## src/hw/rtl/crst_pkg.sv

```systemverilog
// ----------------------------------------------------------------------------
// crst_pkg
// Shared constants, types and command/status structs of the span tessellator.
// ----------------------------------------------------------------------------
package crst_pkg;

	localparam int COORD_BITS  = 24;
	localparam int MAX_SPLIT   = 8;
	localparam int MAX_RESULTS = 8;
	localparam int SPLIT_CAP   = (MAX_SPLIT < 1) ? 1 :
		((MAX_SPLIT > MAX_RESULTS) ? MAX_RESULTS : MAX_SPLIT);

	localparam int N_W   = 4;   // split count 1..8
	localparam int K_W   = 3;   // piece index
	localparam int S_W   = 26;  // knot step before halving
	localparam int SN_W  = 21;  // knot step after halving
	localparam int SUM_W = S_W + 2;
	localparam int T_W   = 25;  // scaled knots
	localparam int W_W   = T_W + 1;
	localparam int PV_W  = 37;  // pyramid values, +-2^35
	localparam int MA_W  = 38;
	localparam int MB_W  = 32;
	localparam int DV_W  = 40;  // divisor width
	localparam int DEV_W = 32;
	localparam int TOLG_W = 20;
	localparam int CFG_AW = 3;

	localparam logic [SUM_W-1:0] KNOT_LIMIT = SUM_W'(1048576);
	localparam logic [63:0] PYR_LIMIT = 64'h0000_0008_0000_0000;
	localparam longint DEV_LIMIT = 64'sd1073741824;
	localparam longint COORD_MAX = (64'sd1 <<< (COORD_BITS - 1)) - 64'sd1;

	localparam logic REG_TOL  = 1'b0;
	localparam logic REG_BIAS = 1'b1;

	typedef logic signed [COORD_BITS-1:0] coord_t;
	typedef logic signed [PV_W-1:0] pyr_t;
	typedef logic signed [DEV_W-1:0] dev_t;

	typedef enum logic [2:0] {
		MS_NONE    = 3'd0,
		MS_CHORD_X = 3'd1,
		MS_CHORD_Y = 3'd2,
		MS_MIX_A   = 3'd3,
		MS_MIX_B   = 3'd4,
		MS_DEV_X   = 3'd5,
		MS_DEV_Y   = 3'd6,
		MS_TOL     = 3'd7
	} mul_sel_t;

	typedef struct packed {
		coord_t p0_x;
		coord_t p0_y;
		coord_t p1_x;
		coord_t p1_y;
		coord_t p2_x;
		coord_t p2_y;
		coord_t p3_x;
		coord_t p3_y;
	} span_t;

	typedef struct packed {
		coord_t         out_x;
		coord_t         out_y;
		logic [K_W-1:0] piece_index;
		logic           last_point;
	} point_t;

	typedef struct packed {
		logic       load_in;
		mul_sel_t   mul_sel;
		logic       acc_load;
		logic       acc_add;
		logic       sqrt_go;
		logic       sqrt_knot;
		logic       s_store;
		logic [1:0] seg;
		logic       halve;
		logic       dev_init;
		logic       knot_load;
		logic [2:0] mix;
		logic       axis;
		logic       div_go;
		logic       div_need;
		logic       mix_store;
		logic       dev_store;
		logic       out_store;
		logic       n_compute;
		logic       k_inc;
		logic       out_push;
	} crst_cmd_t;

	typedef struct packed {
		logic sqrt_done;
		logic div_done;
		logic knot_over;
		logic k_last;
		logic out_free;
	} crst_stat_t;

endpackage

```

## src/hw/rtl/crst_ctrl.sv

```systemverilog
// ----------------------------------------------------------------------------
// crst_ctrl
// Sequencer: chords and knot roots, deviation check, split count, then one
// pyramid evaluation per axis for every emitted point.
// ----------------------------------------------------------------------------
module crst_ctrl import crst_pkg::*; (
	input  logic       clk,
	input  logic       arst_n,
	input  logic       span_valid,
	output logic       span_ready,
	input  crst_stat_t stat,
	output crst_cmd_t  cmd
);
	typedef enum logic [21:0] {
		ST_IDLE    = 22'd1 << 0,
		ST_CH_X    = 22'd1 << 1,
		ST_CH_Y    = 22'd1 << 2,
		ST_CH_ACC  = 22'd1 << 3,
		ST_SQ_L    = 22'd1 << 4,
		ST_SQ_LW   = 22'd1 << 5,
		ST_SQ_S    = 22'd1 << 6,
		ST_SQ_SW   = 22'd1 << 7,
		ST_HALVE   = 22'd1 << 8,
		ST_KNOT    = 22'd1 << 9,
		ST_MIX_A   = 22'd1 << 10,
		ST_MIX_B   = 22'd1 << 11,
		ST_MIX_C   = 22'd1 << 12,
		ST_MIX_DIV = 22'd1 << 13,
		ST_MIX_W   = 22'd1 << 14,
		ST_AXIS    = 22'd1 << 15,
		ST_D2_X    = 22'd1 << 16,
		ST_D2_Y    = 22'd1 << 17,
		ST_D2_ACC  = 22'd1 << 18,
		ST_TOL_DIV = 22'd1 << 19,
		ST_NEED_W  = 22'd1 << 20,
		ST_PUSH    = 22'd1 << 21
	} state_t;

	state_t state_q, state_d;
	logic [1:0] seg_q, seg_d;
	logic [2:0] mix_q, mix_d;
	logic axis_q, axis_d;
	logic emit_q, emit_d;

	always_comb begin
		state_d = state_q;
		seg_d   = seg_q;
		mix_d   = mix_q;
		axis_d  = axis_q;
		emit_d  = emit_q;
		cmd     = '0;
		cmd.seg  = seg_q;
		cmd.mix  = mix_q;
		cmd.axis = axis_q;
		span_ready = 1'b0;
		case (state_q)
			ST_IDLE: begin
				span_ready = 1'b1;
				if (span_valid) begin
					cmd.load_in = 1'b1;
					seg_d   = 2'd0;
					state_d = ST_CH_X;
				end
			end
			ST_CH_X: begin
				cmd.mul_sel = MS_CHORD_X;
				state_d = ST_CH_Y;
			end
			ST_CH_Y: begin
				cmd.mul_sel  = MS_CHORD_Y;
				cmd.acc_load = 1'b1;
				state_d = ST_CH_ACC;
			end
			ST_CH_ACC: begin
				cmd.acc_add = 1'b1;
				state_d = ST_SQ_L;
			end
			ST_SQ_L: begin
				cmd.sqrt_go = 1'b1;
				state_d = ST_SQ_LW;
			end
			ST_SQ_LW: begin
				if (stat.sqrt_done)
					state_d = ST_SQ_S;
			end
			ST_SQ_S: begin
				cmd.sqrt_go   = 1'b1;
				cmd.sqrt_knot = 1'b1;
				state_d = ST_SQ_SW;
			end
			ST_SQ_SW: begin
				if (stat.sqrt_done) begin
					cmd.s_store = 1'b1;
					if (seg_q == 2'd2) begin
						state_d = ST_HALVE;
					end else begin
						seg_d   = seg_q + 2'd1;
						state_d = ST_CH_X;
					end
				end
			end
			ST_HALVE: begin
				cmd.halve = 1'b1;
				if (!stat.knot_over) begin
					cmd.dev_init = 1'b1;
					emit_d  = 1'b0;
					state_d = ST_KNOT;
				end
			end
			ST_KNOT: begin
				cmd.knot_load = 1'b1;
				mix_d   = 3'd0;
				axis_d  = 1'b0;
				state_d = ST_MIX_A;
			end
			ST_MIX_A: begin
				cmd.mul_sel = MS_MIX_A;
				state_d = ST_MIX_B;
			end
			ST_MIX_B: begin
				cmd.mul_sel  = MS_MIX_B;
				cmd.acc_load = 1'b1;
				state_d = ST_MIX_C;
			end
			ST_MIX_C: begin
				cmd.acc_add = 1'b1;
				state_d = ST_MIX_DIV;
			end
			ST_MIX_DIV: begin
				cmd.div_go = 1'b1;
				state_d = ST_MIX_W;
			end
			ST_MIX_W: begin
				if (stat.div_done) begin
					cmd.mix_store = 1'b1;
					if (mix_q == 3'd5) begin
						state_d = ST_AXIS;
					end else begin
						mix_d   = mix_q + 3'd1;
						state_d = ST_MIX_A;
					end
				end
			end
			ST_AXIS: begin
				cmd.out_store = emit_q;
				cmd.dev_store = !emit_q;
				if (!axis_q) begin
					axis_d  = 1'b1;
					mix_d   = 3'd0;
					state_d = ST_MIX_A;
				end else if (emit_q) begin
					state_d = ST_PUSH;
				end else begin
					state_d = ST_D2_X;
				end
			end
			ST_D2_X: begin
				cmd.mul_sel = MS_DEV_X;
				state_d = ST_D2_Y;
			end
			ST_D2_Y: begin
				cmd.mul_sel  = MS_DEV_Y;
				cmd.acc_load = 1'b1;
				state_d = ST_D2_ACC;
			end
			ST_D2_ACC: begin
				cmd.acc_add = 1'b1;
				cmd.mul_sel = MS_TOL;
				state_d = ST_TOL_DIV;
			end
			ST_TOL_DIV: begin
				cmd.div_go   = 1'b1;
				cmd.div_need = 1'b1;
				state_d = ST_NEED_W;
			end
			ST_NEED_W: begin
				if (stat.div_done) begin
					cmd.n_compute = 1'b1;
					emit_d  = 1'b1;
					state_d = ST_KNOT;
				end
			end
			ST_PUSH: begin
				if (stat.out_free) begin
					cmd.out_push = 1'b1;
					if (stat.k_last) begin
						state_d = ST_IDLE;
					end else begin
						cmd.k_inc = 1'b1;
						state_d = ST_KNOT;
					end
				end
			end
			default: begin
				state_d = ST_IDLE;
			end
		endcase
	end

	always_ff @(posedge clk or negedge arst_n) begin
		if (!arst_n) begin
			state_q <= ST_IDLE;
			seg_q   <= '0;
			mix_q   <= '0;
			axis_q  <= 1'b0;
			emit_q  <= 1'b0;
		end else begin
			state_q <= state_d;
			seg_q   <= seg_d;
			mix_q   <= mix_d;
			axis_q  <= axis_d;
			emit_q  <= emit_d;
		end
	end
endmodule

```

## config.mk

```make
export PLATFORM = sky130hd
export DESIGN_NAME = crst_ctrl
export DESIGN_NICKNAME = d
export VERILOG_FILES = /design/src/hw/rtl/crst_pkg.sv /design/src/hw/rtl/crst_ctrl.sv
export SDC_FILE = /design/constraint.sdc
export NUM_CORES = 1
export LEC_CHECK = 0
export BUFFER_PORTS_ARGS = -buffer_cell sky130_fd_sc_hd__buf_2
export CAP_MARGIN = 20
export CORE_AREA = 8 8 70 72
export CTS_CLUSTER_SIZE = 8
export DETAILED_ROUTE_END_ITERATION = 10
export DIE_AREA = 0 0 78 80
export PLACE_DENSITY = 0.72
export SETUP_SLACK_MARGIN = 0.05
export SYNTH_ARGS = -nofsm -noshare
export SYNTH_HDL_FRONTEND = slang
export SYNTH_SLANG_ARGS = --single-unit
```

## constraint.sdc

```tcl
create_clock -name clk -period 3.05 [get_ports clk]
set_input_delay 0.1525 -clock clk [delete_from_list [all_inputs] [get_ports clk]]
set_output_delay 0.1525 -clock clk [all_outputs]
set_load 0.1 [all_outputs]
```

Word level (Yosys, flattened, before mapping) --
Index checks and enable logic that the tools add are counted.
Cells by class: eq/ne operators 34, mux-type cells 47, reductions and logical operators 13, $add $sub $neg 2
Operators by type and width (count):
- $pmux 22 s22 | 1
- $mux 22 | 9
- $eq 22x1->1 const B | 1
- $eq 22x10->1 const B | 1
- $eq 22x11->1 const B | 1
- $eq 22x12->1 const B | 1
- $eq 22x13->1 const B | 1
- $eq 22x14->1 const B | 1
- $eq 22x15->1 const B | 1
- $eq 22x16->1 const B | 1
- $eq 22x17->1 const B | 1
- $eq 22x18->1 const B | 1
- $eq 22x19->1 const B | 1
- $eq 22x2->1 const B | 1
- $eq 22x20->1 const B | 1
- $eq 22x21->1 const B | 1
- $eq 22x22->1 const B | 1
- $eq 22x3->1 const B | 1
- $eq 22x4->1 const B | 1
- $eq 22x5->1 const B | 1
- $eq 22x6->1 const B | 1
- $eq 22x7->1 const B | 1
- $eq 22x8->1 const B | 1
- $eq 22x9->1 const B | 1
- 23 further kinds | 64
Storage, ports and cells: word-level logic and storage cells 101, register bits after elaboration 29, output and inout bits 27, input bits 8

Longest topological paths before layout --
Gate-level depths: netlist (run 1).
depth in word-level cells 4, mapped depth 9, depth with buffers taken out 8

Worst setup path before layout (run 1) --
No wires, ideal clock.
path type register to output, from reg state_q[5], to out cmd[24] in the netlist's numbering, buffers on the path 1, required time 2.897 ns, arrival time 4.378 ns, stages on the path, launching flop included 5, slack -1.481 ns, path through dfrtp_1 > buf_6 > nor4_4 > nand2_2 > o41ai_1
RTL lines:
- start: declaration | RTL line crst_ctrl.sv:39 | state_t state_q, state_d;
- start signal: assignment | RTL line crst_ctrl.sv:208 | state_q <= state_d;
- end: declaration | RTL line crst_ctrl.sv:12 | output crst_cmd_t cmd

==> results of run 1 <==
==> report_power, final <==
group	switching [mW]	total (mW)	leakage, nW	internal [mW]
Combinational	0.454	0.593	0.646	0.139
Sequential	0.0233	0.435	0.400	0.412
Clock	0.137	0.299	0.0395	0.161
==> worst max-delay path, delay by kind of cell, from the launching register on <==
family | cells | cell delay (ps)
buffers and inverters | 3 | 730
AND/OR/NAND/NOR | 3 | 1210
flip-flops | 1 | 510
==> through the flow <==
stage | instances | hold slack (ps) | instance area [um2] | util [%] | total power, mW
global placement | 290 | 224 | 2150 | 55.7 | 1.03
finish | 299 | 139 | 2260 | 58.5 | 1.33
detailed placement | 290 | 229 | 2150 | 55.7 | 1.03
CTS | 299 | 145 | 2240 | 58.0 | 1.33
global route | 299 | 168 | 2260 | 58.5 | 1.39
floorplan | 208 | -143 | 1920 | - | 0.899
==> layer usage <==
metal	vias up	share of wire, %
met5	-	0
met4	0	1.9
met3	9	6.8
met2	54	44
met1	767	47
li1	835	-
==> synth_stat cells, drive strengths merged (2+ instances only) <==
cell    instances  area [um2]
a21o            2        15.0
a21oi           6        33.8
and2            7        43.8
buf             8        57.6
dfrtp          28         701
ha              3        37.5
inv            10        37.5
nand2          20        77.6
nand2b          6        37.5
nand3           8        40.0
nand3b          5        37.5
nand4           6        52.6
nor2           24        90.1
nor2b           4        25.0
nor3           15        75.1
nor4           13         136
nor4b           3        41.3
o21a            2        15.0
o21ai          11        62.6
o22ai           2        12.5
o41ai           2        17.5
or3             3        18.8
or4             3        22.5
or4b            2        20.0
xnor2           2        17.5
xor2            2        17.5
==> area by class of cell <==
| class | count | area share (%) |
|---|---|---|
| flip-flops and latches | 29 | 32.2 |
| repair buffers | 41 | 10.6 |
| clock buffers | 8 | 3.55 |
| multi-input cells | 161 | 49.2 |
| well taps | 50 | 2.77 |
| inverters | 10 | 1.66 |
==> registers in the layout, indices dropped and copies added (netlist names) <==
signal and cells:
mix_q 3, state_q 22, axis_q 1, emit_q 1, seg_q 2
==> timing repair <==
item / 4_1_cts / 5_1_grt
gates resized for setup: 0 / 3
hold buffers: 1 / 0
hold endpoints to repair: 28 / 0
setup endpoints to repair: 0 / 4
==> cells by family (layout without fill, tap and decap cells) <==
kind of cell    Yosys count  count (layout)  synth area share, %
simple gates            122             122                 40.0
compound gates           31              31                 11.4
flops                    29              29                 39.1
buf+inv                  18              59                 5.11
xor+xnor                  4               4                 1.88
fa+ha+maj                 3               3                 2.02
mux                       1               1                0.538
==> worst max-delay path by stage <==
stage / start / endpoint / slack (ps) / depth (start not counted)
2_1_floorplan: state_q[4]$_DFFE_PN0P_ / emit_q$_DFFE_PN0P_ / -290 / 6
3_3_place_gp: state_q[9]$_DFFE_PN0P_ / cmd[0] / 450 / 5
3_5_place_dp: state_q[9]$_DFFE_PN0P_ / cmd[0] / 400 / 5
4_1_cts: state_q[9]$_DFFE_PN0P_ / cmd[0] / 90 / 5
5_1_grt: state_q[16]$_DFFE_PN0P_ / cmd[17] / 50 / 6
6_report: state_q[4]$_DFFE_PN0P_ / cmd[12] / 160 / 6
==> out/metrics.yaml, run 1 <==
run_status: "finished, final reports clean"
first_pass_iters: 4
clk_transition_reported_paths_ps: 60
report.final.hold_viol_count: 0
slowest_stage: "sky130_fd_sc_hd__or4_1"
critical_path.cell_chain: "nor4_4, buf_4, nand4_4, or4_1, inv_1, buf_2"
design.core.area_mm2: 0.00386
fin_worst_skew_ps: 4.22
drc: 0
timing.critical_path.fanout_max: 9
num_rows: 23
rsz0062_at_grt: "no"
finish.net_count: 259
syn-cell-area_mm2: 0.00186
hpwl_mm: 3.60
floorplan.initialDensity_pct: 48.2
use_met3_pct: 4.05
synthDistinctLibCells: 47
peakVddDrop_uv: 447
power.density_cell_area_mw_per_mm2: 588
postSynthNetCount: 219
syn-mean-instance-area_um2: 8.94
critical_path.reg2reg.startpoint: "state_q[16]$_DFFE_PN0P_"
worstHoldPathCells: 2
met2_layer_usage_reported_by_global_route_pct: 23.6
layout_min_cycle_time_ps: 2890
whs_endpoint: "state_q[20]$_DFFE_PN0P_"
drt_first_iter_violations: 104
timing.hold.worst.class: "in -> reg"
fin_setup_tns_ps: 0
dpl_ws_ps: 399
grt_antenna_before_repair: 0
synth-warning-count: 0
setup_fix_buffers_added_after_clock_tree_synthesis: 0
ys_ff_latch: 29
multi_input_comb_area_mm2: 0.00111
setup-violations-final: 0
layout_commonest_cell: "sky130_fd_sc_hd__buf_2"
post_synth_inst_count: 208
groute.usage.overall_pct: 15.6
seq_area_um2: 727
fraction_of_final_layout_cells_sized_beyond_drive_strength_1_pct: 28.9
critPathKind: "reg -> out"
tritoncts: "done"
globalRoute.busiestLayer: "met2"
routability_cong: 0.891
io_pins: 35
die_outline_area_mm2: 0.00624
vias_per_cell: 5.57
htree_levels: 2
antenna_cells_inserted: 0
max_freq_ghz: 0.347
nFillCells: 369
clockRootBuffer: "sky130_fd_sc_hd__clkbuf_8"
port_buffers: 34
grt_remaining_overflow: 0
routed_wire_length_per_instance_um: 15.7
cts.sinks: 29
use_met1_pct: 20.7
syn_to_final_growth_pct: 21.4
dr_total_vias: 1665
crit_path_max_incr_delay_ps: 630
timing_max_transition_violations_final: 0
postLayoutSetupSlackWorst_ps: 164
cellLeakagePower_nw: 1.09
setup.worst_path.end_class: "output pin"
clk-insertion-delay-late_ps: 280
routed_wl_mm: 4.71
reported_max_cap_violation_count: 0
synth_enable_flop_cells: 0
die_x_um: 78
drtAntennaViolNets: 0
yosysSeqAreaShare_pct: 39.1
die_y_um: 80
hold_start: "stat[3]"
ys_async_sr_fraction_pct: 100
finalCritPeriodShare_pct: 94.6
maximum_number_of_pins_on_one_net_before_global_route_repair: 30
clock_tree.buffer_depth: 2
r2r.worst_path.cells: 7
postSynth.topFlopCell: "sky130_fd_sc_hd__dfrtp_1"
regToRegSetupSlack_ps: 560
reg_to_reg_critical_path_endpoint: "seg_q[0]$_DFFE_PN0P_"
worst-endpoint-arrival_ps: 2730
cp_data_required_time_ps: 2900
startpoint_type: "flop"
layout.cells.most_common_list: "sky130_fd_sc_hd__buf_2 (33), sky130_fd_sc_hd__dfrtp_1 (28), sky130_fd_sc_hd__nor2_1 (22)"
cts-buffers-inserted: 5
grt_pass1_wl_mm: 7.80
first_global_vias: 1642
worstMarginPinSlew_ps: 656
slew-limit-headroom_pct: 56.3
(Power assumes the default switching activity.)
==> run 2, diff against run 1 <==
- ABC_AREA: not set -> 1
- CORE_AREA: 8 8 70 72 -> 8 8 75 77
- DIE_AREA: 0 0 78 80 -> 0 0 83 85
- PLACE_DENSITY: 0.72 -> 0.7
==> run 2 against run 1 <==
  * Total power is 15% higher
  * Via count is 22% higher
  * Die area is 13% higher
  * Clock power is 20% higher
  * Clock skew is 3.3 ps higher
  * Maximum frequency is 24% higher
  * Worst hold slack better by 55 ps
  * Combinational power is 21% higher
  * Critical endpoint is now cmd[24]
  * Highest routed layer unchanged
==> out/metrics.yaml, run 2 <==
run_status: "finished, final reports clean"
final_core_utilization_pct: 54.5  # -4.1 points
syn-cell-area_mm2: 0.00213  # +14%
setup-violations-final: 0  # unchanged
critical_path.reg2reg.startpoint: "state_q[16]$_DFFE_PN0P_"
synthTopCellsByCount: "sky130_fd_sc_hd__nor2_1 (70), sky130_fd_sc_hd__nand2_1 (62), sky130_fd_sc_hd__inv_1 (37), sky130_fd_sc_hd__dfrtp_1 (28), sky130_fd_sc_hd__nand3_1 (23)"
routed_wl_mm: 5.28  # +12%
max_freq_ghz: 0.429  # +24%
top_register: "state_q"
postSynth.topFlopCell: "sky130_fd_sc_hd__dfrtp_1"
fin_worst_skew_ps: 7.51  # +3.29 ps
r2r.worst_path.cells: 12  # +5
antenna_cells_inserted: 0  # unchanged
crit_start: "state_q[12]$_DFFE_PN0P_"
routed_wire_length_per_instance_um: 13.2  # -16%
largest_reg_flops: 22  # unchanged
synth_enable_flop_cells: 0  # unchanged
clockRootBuffer: "sky130_fd_sc_hd__clkbuf_8"
postSynthNetCount: 316  # +44%
drtAntennaViolNets: 0  # unchanged
reg_to_reg_critical_path_endpoint: "seg_q[0]$_DFFE_PN0P_"
ys_ff_latch: 29  # unchanged
switching_part_of_the_total_power_pct: 48.5  # +2.1 points
peakVddDrop_uv: 295  # -34%
pwr-share-seq_pct: 29.7  # -3.1 points
regToRegSetupSlack_ps: 1240  # +680 ps
post_synth_inst_count: 305  # +47%
drc: 0  # unchanged
finalCritPeriodShare_pct: 76.3  # -18 points
drt_first_iter_violations: 164  # +58%
synth-warning-count: 0  # unchanged
layout.cells.most_common_list: "sky130_fd_sc_hd__nor2_1 (69), sky130_fd_sc_hd__nand2_1 (62), sky130_fd_sc_hd__inv_1 (37)"
cts.sinks: 29  # unchanged
timing_max_transition_violations_final: 0  # unchanged
count_leader_synth: "sky130_fd_sc_hd__nor2_1"
first_pass_iters: 4  # unchanged
yosys-top-cells-area: "sky130_fd_sc_hd__dfrtp_1 (33%), sky130_fd_sc_hd__nor2_1 (12%), sky130_fd_sc_hd__nand2_1 (11%)"
clock_tree.buffer_depth: 2  # unchanged
largestRegisters: "state_q (22), mix_q (3), seg_q (2)"
vias_per_cell: 5.07  # -9.0%
clk_transition_reported_paths_ps: 60  # about the same
combinationalPowerShare_pct: 46.7  # +2.0 points
cellLeakagePower_nw: 1.37  # +27%
num_rows: 25  # +8.7%
synthDominantCellAreaShare_pct: 32.9  # -4.8 points
layout_commonest_cell: "sky130_fd_sc_hd__nor2_1"
cell_internal_pwr_uw: 789  # +11%
synthDistinctLibCells: 32  # -32%
design.core.area_mm2: 0.00454  # +18%
uppermost_routed_layer: "met4"
dr_total_vias: 2026  # +22%
ys_async_sr_fraction_pct: 100  # unchanged
startpoint_type: "flop"
syn_to_final_growth_pct: 16.1
wl_met1_mm: 2.39  # +7.6%
setup_fix_buffers_added_after_clock_tree_synthesis: 0  # unchanged
hold_ws_ps: 194  # +54.6 ps
tritoncts: "done"
pwr-share-clk_pct: 23.5  # +1.0 points
slew-limit-headroom_pct: 54.8  # -1.5 points
htree_levels: 2  # unchanged
grt_antenna_before_repair: 0  # unchanged
clk-insertion-delay-late_ps: 290  # about the same
floorplan.initialDensity_pct: 46.9  # -1.3 points
worst-endpoint-arrival_ps: 2180  # -550 ps
route.met2.wl_mm: 2.47  # +20%
first_global_vias: 1965  # +20%
power.density_cell_area_mw_per_mm2: 620  # +5.4%
cts-buffers-inserted: 5  # unchanged
power_switching_uw: 742  # +21%
fraction_of_final_layout_cells_sized_beyond_drive_strength_1_pct: 26.9  # -2.0 points
groute.usage.overall_pct: 15.4  # -0.18 points
report.final.hold_viol_count: 0  # unchanged
hpwl_mm: 4.23  # +17%
setup.worst_path.end_class: "output pin"
timing.hold.worst.class: "in -> reg"
layout_min_cycle_time_ps: 2330  # -557 ps
die_x_um: 83  # +6.4%
synth_top_area_cell: "sky130_fd_sc_hd__dfrtp_1"
rsz0062_at_grt: "no"
cp_data_required_time_ps: 2900  # about the same
grt_pass1_wl_mm: 9.07  # +16%
endpoint: "cmd[24]"
yosysSeqAreaShare_pct: 34.2  # -4.9 points
grt_remaining_overflow: 0  # unchanged
syn-mean-instance-area_um2: 6.98  # -22%
worstMarginPinSlew_ps: 678  # +22.6 ps
met3RoutedLength_um: 280  # -13%
routability_cong: 0.898  # +0.79%
timing.critical_path.fanout_max: 7  # -2
maximum_number_of_pins_on_one_net_before_global_route_repair: 30  # unchanged
reported_max_cap_violation_count: 0  # unchanged
die_outline_area_mm2: 0.00706  # +13%
critPathKind: "reg -> out"
port_buffers: 34  # unchanged
finish.net_count: 356  # +37%
io_pins: 35  # unchanged
die_y_um: 85  # +6.3%
run 2: per-layer routing:
layer / GRT usage, % / vias to the layer above
li1: - / 1031
met1: 18.2 / 936
met2: 25.7 / 47
met3: 4.41 / 12
met4: 5.91 / 0
met5: 0 / -
run 2: kinds of logic after synthesis:
| family | count (synthesis) | synth area share [%] |
|---|---|---|
| buffers and inverters | 50 | 9.35 |
| XOR/XNOR | 1 | 0.412 |
| flip-flops | 29 | 34.2 |
| AO/OA/AOI/OAI | 18 | 5.47 |
| adder cells (fa/ha/maj) | 3 | 1.76 |
| AND/OR/NAND/NOR | 204 | 48.9 |
run 2: what timing repair did:
item / CTS / global route
gates resized for setup: 0 / 0
endpoints found under the hold margin: 28 / 0
hold buffers: 1 / 0
run 2: power by group through the flow:
stage                     registers (mW)  logic (mW)  clock network [mW]
after floorplan                    0.503       0.551                   0
after global placement             0.460       0.712                   0
after detailed placement           0.463       0.716                   0
after CTS                          0.456       0.718               0.365
after global routing               0.459       0.777               0.381
final                              0.456       0.716               0.360
run 2: stage by stage:
step                TNS, ps  cell area (um2)  worst slack [ps]  std cells  power [mW]
detailed placement        0             2360              1050        391        1.18
CTS                       0             2470               724        400        1.54
global route              0             2470               587        400        1.62
finish                    0             2470               721        400        1.53
floorplan             -94.8             2140             -94.8        305        1.05
global placement          0             2360              1040        391        1.17
run 2: area by class of cell:
type	count	area, um2
Clock buffer	7	96.3
Inverter	48	180
Timing Repair Buffer	35	180
Clock inverter	1	5.00
Tap cell	54	67.6
Fill cell	442	2060
Multi-Input combinational cell	226	1210
Sequential cell	29	727
run 2: worst max-delay path, stage by stage (launching register included):
cell,delay (ps)
sky130_fd_sc_hd__dfrtp_1,400
sky130_fd_sc_hd__nor2_2,180
sky130_fd_sc_hd__nand2_2,140
sky130_fd_sc_hd__nor2_8,190
sky130_fd_sc_hd__nand2_2,110
sky130_fd_sc_hd__inv_1,120
sky130_fd_sc_hd__nand2_1,120
sky130_fd_sc_hd__inv_1,90
sky130_fd_sc_hd__nor2_1,50
sky130_fd_sc_hd__nand2_1,60
sky130_fd_sc_hd__buf_2,420
run 2: worst min path at each step:
stage | cells past startpoint | startpoint | slack (ps) | to
final | 3 | stat[2] | 190 | state_q[8]$_DFFE_PN0P_
after global routing | 3 | stat[2] | 200 | state_q[8]$_DFFE_PN0P_
after CTS | 3 | stat[2] | 190 | state_q[8]$_DFFE_PN0P_
after detailed placement | 1 | arst_n | 240 | emit_q$_DFFE_PN0P_
after global placement | 1 | arst_n | 230 | axis_q$_DFFE_PN0P_
after floorplan | 0 | arst_n | -140 | axis_q$_DFFE_PN0P_
